## src/rtl/core/v4n_pkg.sv

```systemverilog
// Shared types and constants for the four-component vector normalizer.
package v4n_pkg;

  // Component width. Input bits above it are ignored.
  localparam int CompBits = 32;
  localparam int Lanes = 4;

  // Pipeline depths.
  localparam int FrontStages = 4;
  localparam int SqrtCells = 33;
  localparam int DivCells = 31;
  localparam int CoreStages = FrontStages + SqrtCells + DivCells;

  // Component magnitudes and signs that travel beside the arithmetic.
  typedef struct packed {
    logic [Lanes-1:0][31:0] mag;
    logic [Lanes-1:0]       neg;
  } side_t;

  // Front end result: the exact sum of squares, padded to an even width.
  typedef struct packed {
    logic [65:0] sum;
    side_t       side;
  } front_out_t;

  // One square-root digit step.
  typedef struct packed {
    logic [65:0] s;
    logic [35:0] rem;
    logic [32:0] root;
  } sqrt_stage_t;

  // One divider quotient-bit step.
  typedef struct packed {
    logic [33:0] rem;
    logic [30:0] q;
    logic [30:0] nb;
    logic [32:0] d;
  } div_stage_t;

  // Data that rides beside the divider chain.
  typedef struct packed {
    logic [Lanes-1:0] neg;
    logic [32:0]      root;
  } dside_t;

endpackage

```

## src/rtl/core/v4n_div_cell.sv

```systemverilog
// Divider cell: one restoring step that settles one quotient bit.
module v4n_div_cell (
  input  logic                clk,
  input  logic                en,
  input  v4n_pkg::div_stage_t di,
  output v4n_pkg::div_stage_t dout
);

  logic [33:0]         rem_sh;
  v4n_pkg::div_stage_t do_nxt;
  v4n_pkg::div_stage_t do_r;

  // Shift in the next dividend bit and subtract the divisor when it fits.
  always_comb begin
    rem_sh = {di.rem[32:0], di.nb[30]};
    do_nxt.nb = {di.nb[29:0], 1'b0};
    do_nxt.d = di.d;
    if (rem_sh >= {1'b0, di.d}) begin
      do_nxt.rem = rem_sh - {1'b0, di.d};
      do_nxt.q = {di.q[29:0], 1'b1};
    end else begin
      do_nxt.rem = rem_sh;
      do_nxt.q = {di.q[29:0], 1'b0};
    end
  end

  always_ff @(posedge clk) begin
    if (en) begin
      do_r <= do_nxt;
    end
  end

  assign dout = do_r;

endmodule
```

## config.mk

```make
export PLATFORM = sky130hd
export DESIGN_NAME = v4n_div_cell
export DESIGN_NICKNAME = d
export VERILOG_FILES = /design/src/rtl/core/v4n_pkg.sv /design/src/rtl/core/v4n_div_cell.sv
export SDC_FILE = /design/constraint.sdc
export NUM_CORES = 1
export LEC_CHECK = 0
export BUFFER_PORTS_ARGS = -buffer_cell sky130_fd_sc_hd__buf_4
export CORE_MARGIN = 2
export CORE_UTILIZATION = 44
export DETAILED_ROUTE_END_ITERATION = 16
export MAX_ROUTING_LAYER = met4
export PLACE_DENSITY = 0.82
export SLEW_MARGIN = 20
export SYNTH_ARGS = -nofsm -noshare
export SYNTH_HDL_FRONTEND = slang
export SYNTH_SLANG_ARGS = --single-unit
```

## constraint.sdc

```tcl
create_clock -name clk -period 2.9 [get_ports clk]
set_clock_uncertainty 0.1 [all_clocks]
set_input_delay 0.145 -clock clk [delete_from_list [all_inputs] [get_ports clk]]
set_output_delay 0.145 -clock clk [all_outputs]
set_load 0.02 [all_outputs]
```

==> run_results.csv <==
group,metric,value,unit
sta,holdWs,15.4,ps
layout,antenna_cells,0,
synthesis,synth.top_cell.area_share,62.0,%
layout,fin_util,76.5,%
layout,drive_gt1_share,39.5,%
layout,largest_reg_flops,128,
place,hpwl,14.0,mm
drt,drc,0,
critical_path,critPathKind,"input port to flop",
synthesis,yosysUniqueCellTypes,55,
layout,regArea,0.00384,mm²
critical_path,crit_required,2980,ps
job,drv_cap,0,
power,peakVddDrop,0.374,mV
synthesis,yosys_warnings,0,
grt,grt_pass1_wl,33.6,mm
sta,hold_violations,0,
floorplan,core_region_area,0.0138,mm²
clock_tree,htreeDepth,4,
critical_path,crit_slowest_cell,"a211oi_1",
worst_hold_path,min_from,"di[96]",
critical_path,arrival,2960,ps
sta,slew_viol_final,0,
drt,vias_per_cell,5.27,
clock_tree,clk_transition_reported_paths,60,ps
clock_tree,cts_tree,"yes",
drt,drt_iter0_drc,575,
synthesis,syn_avg_cell_area,12.7,µm²
layout,final_cell_mix,"buf_4 (303), edfxtp_1 (128), dlygate4sd3_1 (122), a21oi_1 (52), inv_1 (40)",
place,dp_cells,950,
drt,via_count,5856,
outcome,status,"finished clean",
synthesis,synth_seq_cells,128,
grt,grt_usage,31.3,%
layout,area_delta_synth_final,70.7,%
clock_tree,cts_root_buffer,"clkbuf_16",
clock_tree,clk_path_buf_depth,2,
floorplan,start_util,44.8,%
sta,min_period_over_period,99.4,%
synthesis,syn-num-nets,653,
drt,routed_wl,23.1,mm
sta,fin_crit,2880,ps
layout,fillCellCount,780,
floorplan,die_x,123,µm
worst_hold_path,holdPathStages,3,
layout,multi_input_area,0.00220,mm²
power,leakage,4.69,nW
layout,fin_cells,1112,
critical_path,critPathLaunchType,"input port",
drt,ant_nets,0,
synthesis,synthCells,488,
synthesis,yosysSeqAreaShare,62.0,%
synthesis,synth_top_cell_by_area,"edfxtp_1",
layout,final_common_cell,"buf_4",
critical_path,cpPeakStageDelay,420,ps
critical_path,path_cells,"buf_4 -> inv_1 -> ha_1 -> inv_1 -> fa_1 -> a211oi_1 -> o21ai_0 -> o211ai_1 -> nand2_2 -> a221oi_4 -> o21ai_4 -> buf_12 -> buf_4 -> nor2_1 -> a21oi_1",
grt,antenna_found_initial,0,
synthesis,synth_top_cells_by_area,"edfxtp_1 (62%), ha_1 (6.7%), a21oi_1 (4.7%)",
critical_path,crit_path_end_kind,"flop",
floorplan,ios,260,
place,gp_congestion,0.875,
grt,grt_max_degree,57,
power,p_per_area,579,mW/mm²
worst_hold_path,hold_path_end,"dout[97]$_DFFE_PP_",
synthesis,synthesis.area,0.00619,mm²
floorplan,fp-row-count,43,
synthesis,async_flop_share,0,%
sta,setup_viol,0,
place,io_buffers,256,
drt,firstDrtPassIters,5,
critical_path,path_max_fanout,9,
clock_tree,cts_inserted_buffers,17,
floorplan,die_y,123,µm
worst_hold_path,hold_class,"input port to flop",
drt,avgRoutedWirePerCell,20.8,µm
critical_path,cp_top_family,"compound AO/OA/AOI/OAI gates",
grt,grt_pass1_vias,6083,
layout,final_nets,1084,
synthesis,synth_ff_type,"edfxtp_1",
grt,gr-total-overflow,0,
sta,max_freq,347,MHz
synthesis,synth_edf_count,128,
critical_path,cp_num_buf_inv,5,
clock_tree,cts_sinks,128,
floorplan,dieArea,0.0150,mm²
==> logic make-up after synthesis <==
kind of cell	synth area share [%]
buffers and inverters	3.90
other	0.0605
xor gates and xnor gates	4.10
adders and majority gates	6.99
muxes	1.68
and+or+nand+nor	7.13
DFF	62.0
AOI/OAI and AO/OA	14.1
==> stage by stage <==
step,area (µm²),setup TNS [ps],setup WS (ps),total power (W)
global placement,8610,-395,-25.9,0.00369
floorplan,6190,0,210,0.00306
detailed placement,8610,-2060,-104,0.00373
CTS,10400,0,3.30,0.00599
finish,10600,0,17.4,0.00612
global route,10600,-969,-77.8,0.00630
==> power by group <==
part | switching (W) | leakage (nW) | internal [W] | total, W
clock network | 0.000893 | 0.280 | 0.00128 | 0.00217
logic | 0.000843 | 3.16 | 0.000769 | 0.00161
registers | 0.0000718 | 1.25 | 0.00226 | 0.00234
total | 0.00181 | 4.69 | 0.00431 | 0.00612
==> per-layer routing <==
metal	track usage (%)	part of all wire, %	vias up	wire, µm
li1	-	-	2673	-
met1	34.4	36	2718	8340
met2	53.0	50	382	11600
met3	8.09	9.2	83	2120
met4	15.0	4.6	0	1050
met5	-	0	-	0
==> worst max-delay path by stage <==
| stage | endpoint | start | cells past startpoint |
|---|---|---|---|
| floorplan | dout[105]$_DFFE_PP_ | di[63] | 12 |
| global placement | dout[118]$_DFFE_PP_ | di[63] | 14 |
| detailed placement | dout[117]$_DFFE_PP_ | di[63] | 14 |
| CTS | dout[102]$_DFFE_PP_ | di[100] | 10 |
| global route | dout[114]$_DFFE_PP_ | di[63] | 15 |
| finish | dout[125]$_DFFE_PP_ | di[63] | 15 |
==> area by class of cell <==
type,count,share of cell area (%)
tap,180,2.13
sequential,128,36.4
timing repair buffer,429,33.7
clock inverter,15,1.51
clock buffer,17,4.02
inverter,40,1.42
multi-input combinational,303,20.8
==> repair_timing <==
| item | 4_1_cts | 5_1_grt |
|---|---|---|
| resized for setup | 0 | 18 |
| setup buffers | 0 | 8 |
| setup endpoints to repair | 0 | 33 |
| hold buffers | 122 | 0 |
| hold endpoints to repair | 122 | 0 |
==> cells in the mapped netlist (4+ instances only) <==
cell	instances
ha_1	33
nor3_1	5
nand2_1	25
nor2_1	38
o21ai_0	20
nand4_1	6
and3_1	6
nand3_1	7
edfxtp_1	128
clkbuf_1	12
xor2_1	9
o21bai_1	5
mux2_4	4
a21oi_1	58
o21ai_1	4
o21a_1	5
a21o_1	14
a211oi_1	5
xnor2_1	20
inv_1	40
==> tightest hold or removal path, stage by stage <==
cell and delay [ps]:
buf_4 100, nor2_1 40, a21oi_1 120
No activity file was read; power rests on OpenSTA's default activity.
