**src/rtl/core/v4n_pkg.sv**
```systemverilog
// Shared types and constants for the four-component vector normalizer.
package v4n_pkg;

  // Component width. Input bits above it are ignored.
  localparam int CompBits = 32;
  localparam int Lanes = 4;

  // Pipeline depths.
  localparam int FrontStages = 4;
  localparam int SqrtCells = 33;
  localparam int DivCells = 31;
  localparam int CoreStages = FrontStages + SqrtCells + DivCells;

  // Component magnitudes and signs that travel beside the arithmetic.
  typedef struct packed {
    logic [Lanes-1:0][31:0] mag;
    logic [Lanes-1:0]       neg;
  } side_t;

  // Front end result: the exact sum of squares, padded to an even width.
  typedef struct packed {
    logic [65:0] sum;
    side_t       side;
  } front_out_t;

  // One square-root digit step.
  typedef struct packed {
    logic [65:0] s;
    logic [35:0] rem;
    logic [32:0] root;
  } sqrt_stage_t;

  // One divider quotient-bit step.
  typedef struct packed {
    logic [33:0] rem;
    logic [30:0] q;
    logic [30:0] nb;
    logic [32:0] d;
  } div_stage_t;

  // Data that rides beside the divider chain.
  typedef struct packed {
    logic [Lanes-1:0] neg;
    logic [32:0]      root;
  } dside_t;

endpackage

```
**src/rtl/core/v4n_sqrt_cell.sv**
```systemverilog
// Square-root cell: takes two radicand bits and settles one root bit.
module v4n_sqrt_cell (
  input  logic                 clk,
  input  logic                 en,
  input  v4n_pkg::sqrt_stage_t si,
  output v4n_pkg::sqrt_stage_t so
);

  logic [35:0]          rem_sh;
  logic [35:0]          trial;
  v4n_pkg::sqrt_stage_t so_nxt;
  v4n_pkg::sqrt_stage_t so_r;

  // Bring in the next digit pair and try the root bit as one.
  always_comb begin
    rem_sh = {si.rem[33:0], si.s[65:64]};
    trial = {1'b0, si.root, 2'b01};
    so_nxt.s = {si.s[63:0], 2'b00};
    if (rem_sh >= trial) begin
      so_nxt.rem = rem_sh - trial;
      so_nxt.root = {si.root[31:0], 1'b1};
    end else begin
      so_nxt.rem = rem_sh;
      so_nxt.root = {si.root[31:0], 1'b0};
    end
  end

  always_ff @(posedge clk) begin
    if (en) begin
      so_r <= so_nxt;
    end
  end

  assign so = so_r;

endmodule

```
**config.mk**
```make
export PLATFORM = sky130hd
export DESIGN_NAME = v4n_sqrt_cell
export DESIGN_NICKNAME = d
export VERILOG_FILES = /design/src/rtl/core/v4n_pkg.sv /design/src/rtl/core/v4n_sqrt_cell.sv
export SDC_FILE = /design/constraint.sdc
export NUM_CORES = 1
export LEC_CHECK = 0
export ABC_AREA = 1
export BUFFER_PORTS_ARGS = -buffer_cell sky130_fd_sc_hd__buf_2
export CORE_ASPECT_RATIO = 2
export CORE_MARGIN = 2
export CORE_UTILIZATION = 30
export CTS_CLUSTER_DIAMETER = 40
export DETAILED_ROUTE_END_ITERATION = 10
export GPL_TIMING_DRIVEN = 0
export HOLD_SLACK_MARGIN = 0.08
export SYNTH_ARGS = -nofsm -noshare
export SYNTH_HDL_FRONTEND = slang
export SYNTH_SLANG_ARGS = --single-unit
```
**constraint.sdc**
```tcl
create_clock -name clk -period 4.2 [get_ports clk]
set_clock_uncertainty 0.05 [all_clocks]
set_input_delay 0.42 -clock clk [delete_from_list [all_inputs] [get_ports clk]]
set_output_delay 0.42 -clock clk [all_outputs]
set_load 0.1 [all_outputs]
```
==> results.md, run 1 <==
- Switching power: between 0.0015 and 0.002 W
- Netlist cell types: 27
- Clock Tree Buf Depth: 2
- Hold crit path type: primary input to flop
- Sw frac: approximately 42%
- Unrepaired setup endpoints after global routing: false
- Port buffer count: approximately 270
- Hold Fails Final Rpt: 0
- Clock sink count: 133
- Mapped Cells: around 820
- Hold depth: 1
- I/O pin count: 272
- Die height: 225 µm
- WL/cell: 16.0 µm
- Area of the multi-input gates: ~2700 µm²
- Root Driver: clkbuf_16
- # rows: 80
- Final net count: around 1300
- Worst path cell trace: buf_2, inv_1, ha_1, a21oi_1, o21a_1, nand2_1, nand2_1, nand2_1, nor2_1, nand2_2, inv_2, buf_2, a21oi_1
- Crit path max fanout: 10
- Final setup violation count: 0
- Clock power frac: roughly 29%
- Status: complete, no violations
- CTS buffer count: 17
- Slowest stage delay, CP: approximately 0.42 ns
- Final GP Congestion: 0.918
- Drt total wl: ~23000 µm
- CP Launch Type: primary input
- DRT Pass-1 Iters: 4
- # DRC: 0
- Setup bufs post-CTS: 0
- FMAX: ~0.43 GHz
- Met1 Use GR: 13.6%
- Pin count of the biggest net entering global routing: 91
- Antenna violations before repair: 1
- Max Cap Viol: 0
- Part of the power in combinational logic: around 36%
- CTS H-tree lvls: 4
- DIE WIDTH: approximately 110 µm
- Proportion of layout cells with a drive suffix above 1: between 20 and 30%
- Top cell by count, worst path: nand2_1
- Met2 Use GR: about 37%
- GR peak layer: met2
- GR Overflow Total: 0
- CP required: around 4.3 ns
- Initial core utilization: between 30 and 40%
- Minimum clock period: roughly 2.3 ns
- Post-cts sizing count: 0
- Kind of critical path: primary input to flop
- CTS tree: built
- Crit end category: flop
- Via density: 4.42
- Main area contributors after synthesis: edfxtp_1 (55%), nand2_1 (16%), inv_1 (6.7%), ha_1 (6.0%), nor2_1 (3.2%)
- CP Data Arrival Time: around 2.5 ns
- Final non-filler cell total: ~1400
- Syn Area/Cell: a little under 9 µm²
- PwrDens: between 400 and 500 nW/µm²
- Fillers: between 2000 and 2500
- Slowest CP cell: a21oi_1
- GR Util All Layers: 17.8%
- Dpl cells: ~1400
- Clock transition at path regs: approximately 0.060 ns
- FF+latch count, synth: about 130
- Core footprint: 23900 µm²
- GR Layer Usage met3: under 10%
- Synthesis Warnings: 0
- Period utilization: a little under three fifths
- Fin. max-slew vios: 0
- Synthesized area: about 7300 µm²
- Vias in the first global route: just over 6000
- Full die area: 25700 µm²
- Detailed placer's ending HPWL: ~19000 µm
- Global-route wire length before repair: about 33000 µm
- Int Power: between 0.002 and 0.003 W
- Actual slew at the worst max-slew pin: between 0.5 and 0.6 ns
- Antenna viol nets, final: 0
- Register Area: between 3000 and 4000 µm²
- Maximum VDD drop: slightly above 0.2 mV
- Hold buffers post-CTS: 9
- Post-route setup TNS: 0 ns
- Sequential cell fraction of total power: between 30% and 40%
- Slew headroom: roughly three fifths
- Max reg flops: 133
- Leakage: 4.88 nW
- Via Count: about 6300
- Yosys top cell by area: edfxtp_1
- Sequential area share after synthesis: a little over half
- Top cell type's share of synthesized area: a little over half
- Area Overhead vs Synth: 32.6%
- Initial drt markers: ~190
per-layer routing:
metal | share of wire, % | up-vias
met2 | 60 | 216
met1 | 30 | 2786
met5 | 0 | -
li1 | - | 3221
met3 | 4.9 | 47
met4 | 5.2 | 0
placed cells by master, fill, tap and decap left out, types with 4 or more instances in the layout:
cell type / count
nor2_2: 5
nand2_2: 7
o21ai_0: 9
dlygate4sd3_1: 9
buf_2: 269
nand3_1: 28
clkbuf_16: 17
edfxtp_1: 133
nand4_1: 4
nor3_1: 8
ha_1: 35
nor2_1: 63
clkinv_4: 4
buf_6: 4
nand3_2: 11
nand3b_1: 11
inv_2: 5
xor2_1: 18
inv_1: 130
a21oi_1: 27
nand2_1: 308
final cells by class:
cell class	instances	area share, %
Sequential cell	133	41.2
Multi-Input combinational cell	545	28.2
Timing Repair Buffer	277	15.1
Inverter	135	5.23
Clock buffer	18	4.43
Tap cell	287	3.71
Clock inverter	14	1.32
Buffer	9	0.865
Antenna cell	1	0.0258
synth_stat cells:
cell	number
edfxtp_1	133
inv_1	130
nor2_2	5
nor4_2	1
buf_2	3
o21bai_1	3
o21ai_0	9
nand3_1	28
and2_1	1
xnor2_1	1
buf_6	3
nand2_1	308
o21a_1	1
nand3b_1	11
nor3_1	8
nor2_4	2
xor2_1	18
nand3_2	11
inv_2	5
nand4_1	4
buf_4	2
a21oi_1	27
nand2_2	7
nor2_1	63
buf_12	1
conb_1	1
ha_1	35
critical path: cells and delay by family:
family                   cells  cell delay (ns)
AO/OA/AOI/OAI                3             0.71
adder cells (fa/ha/maj)      1             0.36
buffers and inverters        4             0.59
AND/OR/NAND/NOR              5             0.38
logic make-up after synthesis:
| logic type | Yosys count | share of synthesized area (%) |
|---|---|---|
| flip-flops | 133 | 54.6 |
| adder cells (fa/ha/maj) | 35 | 5.99 |
| other | 1 | 0.0513 |
| AO/OA/AOI/OAI | 40 | 2.88 |
| XOR/XNOR | 19 | 2.28 |
| buffers and inverters | 144 | 8.08 |
| AND/OR/NAND/NOR | 449 | 26.1 |
through the flow:
step / setup slack [ns] / hold WS [ns] / power, W / instance area (µm²) / utilization [%]
after floorplan: 2.06 / 0.469 / 0.00301 / 7310 / -
after detailed placement: 1.37 / 0.549 / 0.00337 / 9040 / 37.8
final: 1.86 / 0.113 / 0.00473 / 9690 / 40.5
after global routing: 1.69 / 0.0836 / 0.00493 / 9690 / 40.5
after CTS: 1.83 / 0.0800 / 0.00480 / 9690 / 40.5
after global placement: 1.05 / 0.547 / 0.00337 / 9010 / 37.7
path summary, 6_finish.rpt:
path,start,end
worst max-delay path,si[25],so[68]
worst min-delay path,si[86],so[88]
power groups by stage:
stage          Clock [W]  Sequential [W]  Combinational [W]
2_1_floorplan          0         0.00262           0.000387
3_3_place_gp           0         0.00168            0.00169
3_5_place_dp           0         0.00167            0.00170
4_1_cts          0.00144         0.00165            0.00171
5_1_grt          0.00148         0.00166            0.00179
6_report         0.00139         0.00165            0.00170
(Power assumes the default switching activity.)
==> run 2, diff against run 1 <==
==> constraint.sdc (replaced) <==
create_clock -name clk -period 2.35 [get_ports clk]
set_clock_uncertainty 0.05 [all_clocks]
set_input_delay 0.235 -clock clk [delete_from_list [all_inputs] [get_ports clk]]
set_output_delay 0.235 -clock clk [all_outputs]
set_load 0.1 [all_outputs]
==> run 2 against run 1 <==
Highest routed layer unchanged. Hold slack gained 0.0056 ns. Utilization is 5.0 points higher. Largest power group unchanged. Total power rose by 82%. Die area did not move. Wire length rose by 7.1%. Non-clock buffer count increased by 119. Clock-buffer cell count stayed put. Setup slack got worse by 1.6 ns. Combinational power up 88%. Clock power up 80%. Global-route usage rose by 1.1 points.
==> results.md, run 2 (synthesized netlist as in run 1, its figures left out) <==
- Total Power: ~0.0086 W
- Global-route wire length before repair: 35300 µm
- Drt total wl: about 24000 µm
- Final net count: roughly 1400
- Port buffer count: 267
- Most common cell after layout, fill and taps aside: nand2_1
- Final GP Congestion: 0.918
- CTS H-tree lvls: 4
- Kind of critical path: primary input to flop
- Fin. max-slew vios: 0
- WL/cell: 15.8 µm
- Vias in the first global route: 6859
- Max Cap Viol: 0
- Status: complete, no violations
- Clock transition at path regs: 0.06 ns
- Initial core utilization: 30.6%
- Top cell by count, worst path: nand2_1
- Slowest stage delay, CP: approximately 0.40 ns
- Post-cts sizing count: 0
- Pin count of the biggest net entering global routing: 91
- CP Data Arrival Time: approximately 2.3 ns
- Detailed placer's ending HPWL: around 19000 µm
- Post-route setup TNS: 0 ns
- Hold Fails Final Rpt: 0
- GR Overflow Total: 0
- Clock Tree Buf Depth: 2
- GR Layer Usage met3: around 3.7%
- Met2 Use GR: 39.8%
- I/O pin count: 272
- Hold crit path type: primary input to flop
- Minimum clock period: 2.14 ns
- Initial drt markers: about 220
- Maximum VDD drop: ~0.37 mV
- Register Area: approximately 4000 µm²
- Actual slew at the worst max-slew pin: 0.654 ns
- PwrDens: roughly 790 nW/µm²
- DIE WIDTH: between 100 and 150 µm
- Area of the multi-input gates: 2730 µm²
- CTS buffer count: 17
- Slowest CP cell: a21oi_1
- DRT Pass-1 Iters: 4
- GR peak layer: met2
- Via density: ~4.4
- Via Count: between 6000 and 7000
- Antenna violations before repair: 1
- CP Launch Type: primary input
- Root Driver: clkbuf_16
- Unrepaired setup endpoints after global routing: false
- Commonest cells after routing, fill and taps aside: nand2_1 (308), buf_2 (269), edfxtp_1 (133)
- GR Util All Layers: a little under a fifth
- Final setup violation count: 0
- Antenna viol nets, final: 0
- Max reg flops: 133
- Met1 Use GR: 14.7%
- Proportion of layout cells with a drive suffix above 1: 27.0%
- Slew headroom: a little under three fifths
- Fillers: 2272
- Period utilization: between 90 and 100%
- Setup WS pre-CTS: -0.296 ns
- CP required: about 2.5 ns
- Clock sink count: between 100 and 150
- Core footprint: about 24000 µm²
- Hold Worst Slack: approximately 0.12 ns
- Crit path max fanout: 10
- FMAX: 0.467 GHz
- # DRC: 0
- Die height: roughly 220 µm
- # rows: 80
- Crit end category: flop
- Area Overhead vs Synth: 48.9%
- Final non-filler cell total: around 1500
- Final setup margin: between 0.2 and 0.25 ns
- Dpl cells: 1377
- Leakage: 5.37 nW
- CTS tree: built
- Worst path cell trace: buf_2, inv_1, ha_1, a21oi_1, o21a_1, nand2_1, nand2_1, nand2_1, nor2_1, nand2_2, inv_2, buf_2, a21oi_1
- Full die area: around 26000 µm²
[run 2: cell count changes in the layout (fill, tap and decap cells not counted)]
cell	delta
dlygate4sd3_1	+119
[run 2: path summary, 6_finish.rpt]
kind               start  depth (start not counted)  slack, ns      to
setup / recovery  si[25]                         13       0.21  so[68]
hold / removal    si[53]                          3       0.12  so[55]
[run 2: cell type report]
cell class                 count  area share [%]
tap                          287            3.30
inverter                     135            4.66
buffer                         9           0.770
antenna                        1          0.0230
sequential                   133            36.7
clock inverter                14            1.17
clock buffer                  18            3.94
multi-input combinational    545            25.1
timing repair buffer         396            24.4
[run 2: timing repair]
item / CTS / global route
hold endpoints to repair: 128 / 0
hold buffers: 128 / 0
setup endpoints to repair: 0 / 0
buffers inserted: 0 / 0
[run 2: per-layer routing]
metal | wire [µm] | share of wire (%)
met1 | 7510 | 31
met2 | 14500 | 59
met3 | 1130 | 4.6
met4 | 1240 | 5.1
met5 | 0 | 0
[run 2: worst max-delay path, delay by kind of cell]
family | cells | cell delay [ns]
buf+inv | 4 | 0.59
simple gates | 5 | 0.38
compound gates | 3 | 0.69
fa+ha+maj | 1 | 0.36
[run 2: metrics by stage]
step | util (%) | area (µm²)
6_report | 45.5 | 10900
5_1_grt | 45.5 | 10900
4_1_cts | 45.5 | 10900
3_5_place_dp | 37.8 | 9040
3_3_place_gp | 37.7 | 9010
2_1_floorplan | - | 7310
[run 2: power breakdown]
part           internal (W)  switching (W)
registers           0.00289      0.0000499
logic              0.000675        0.00252
clock network       0.00146        0.00104
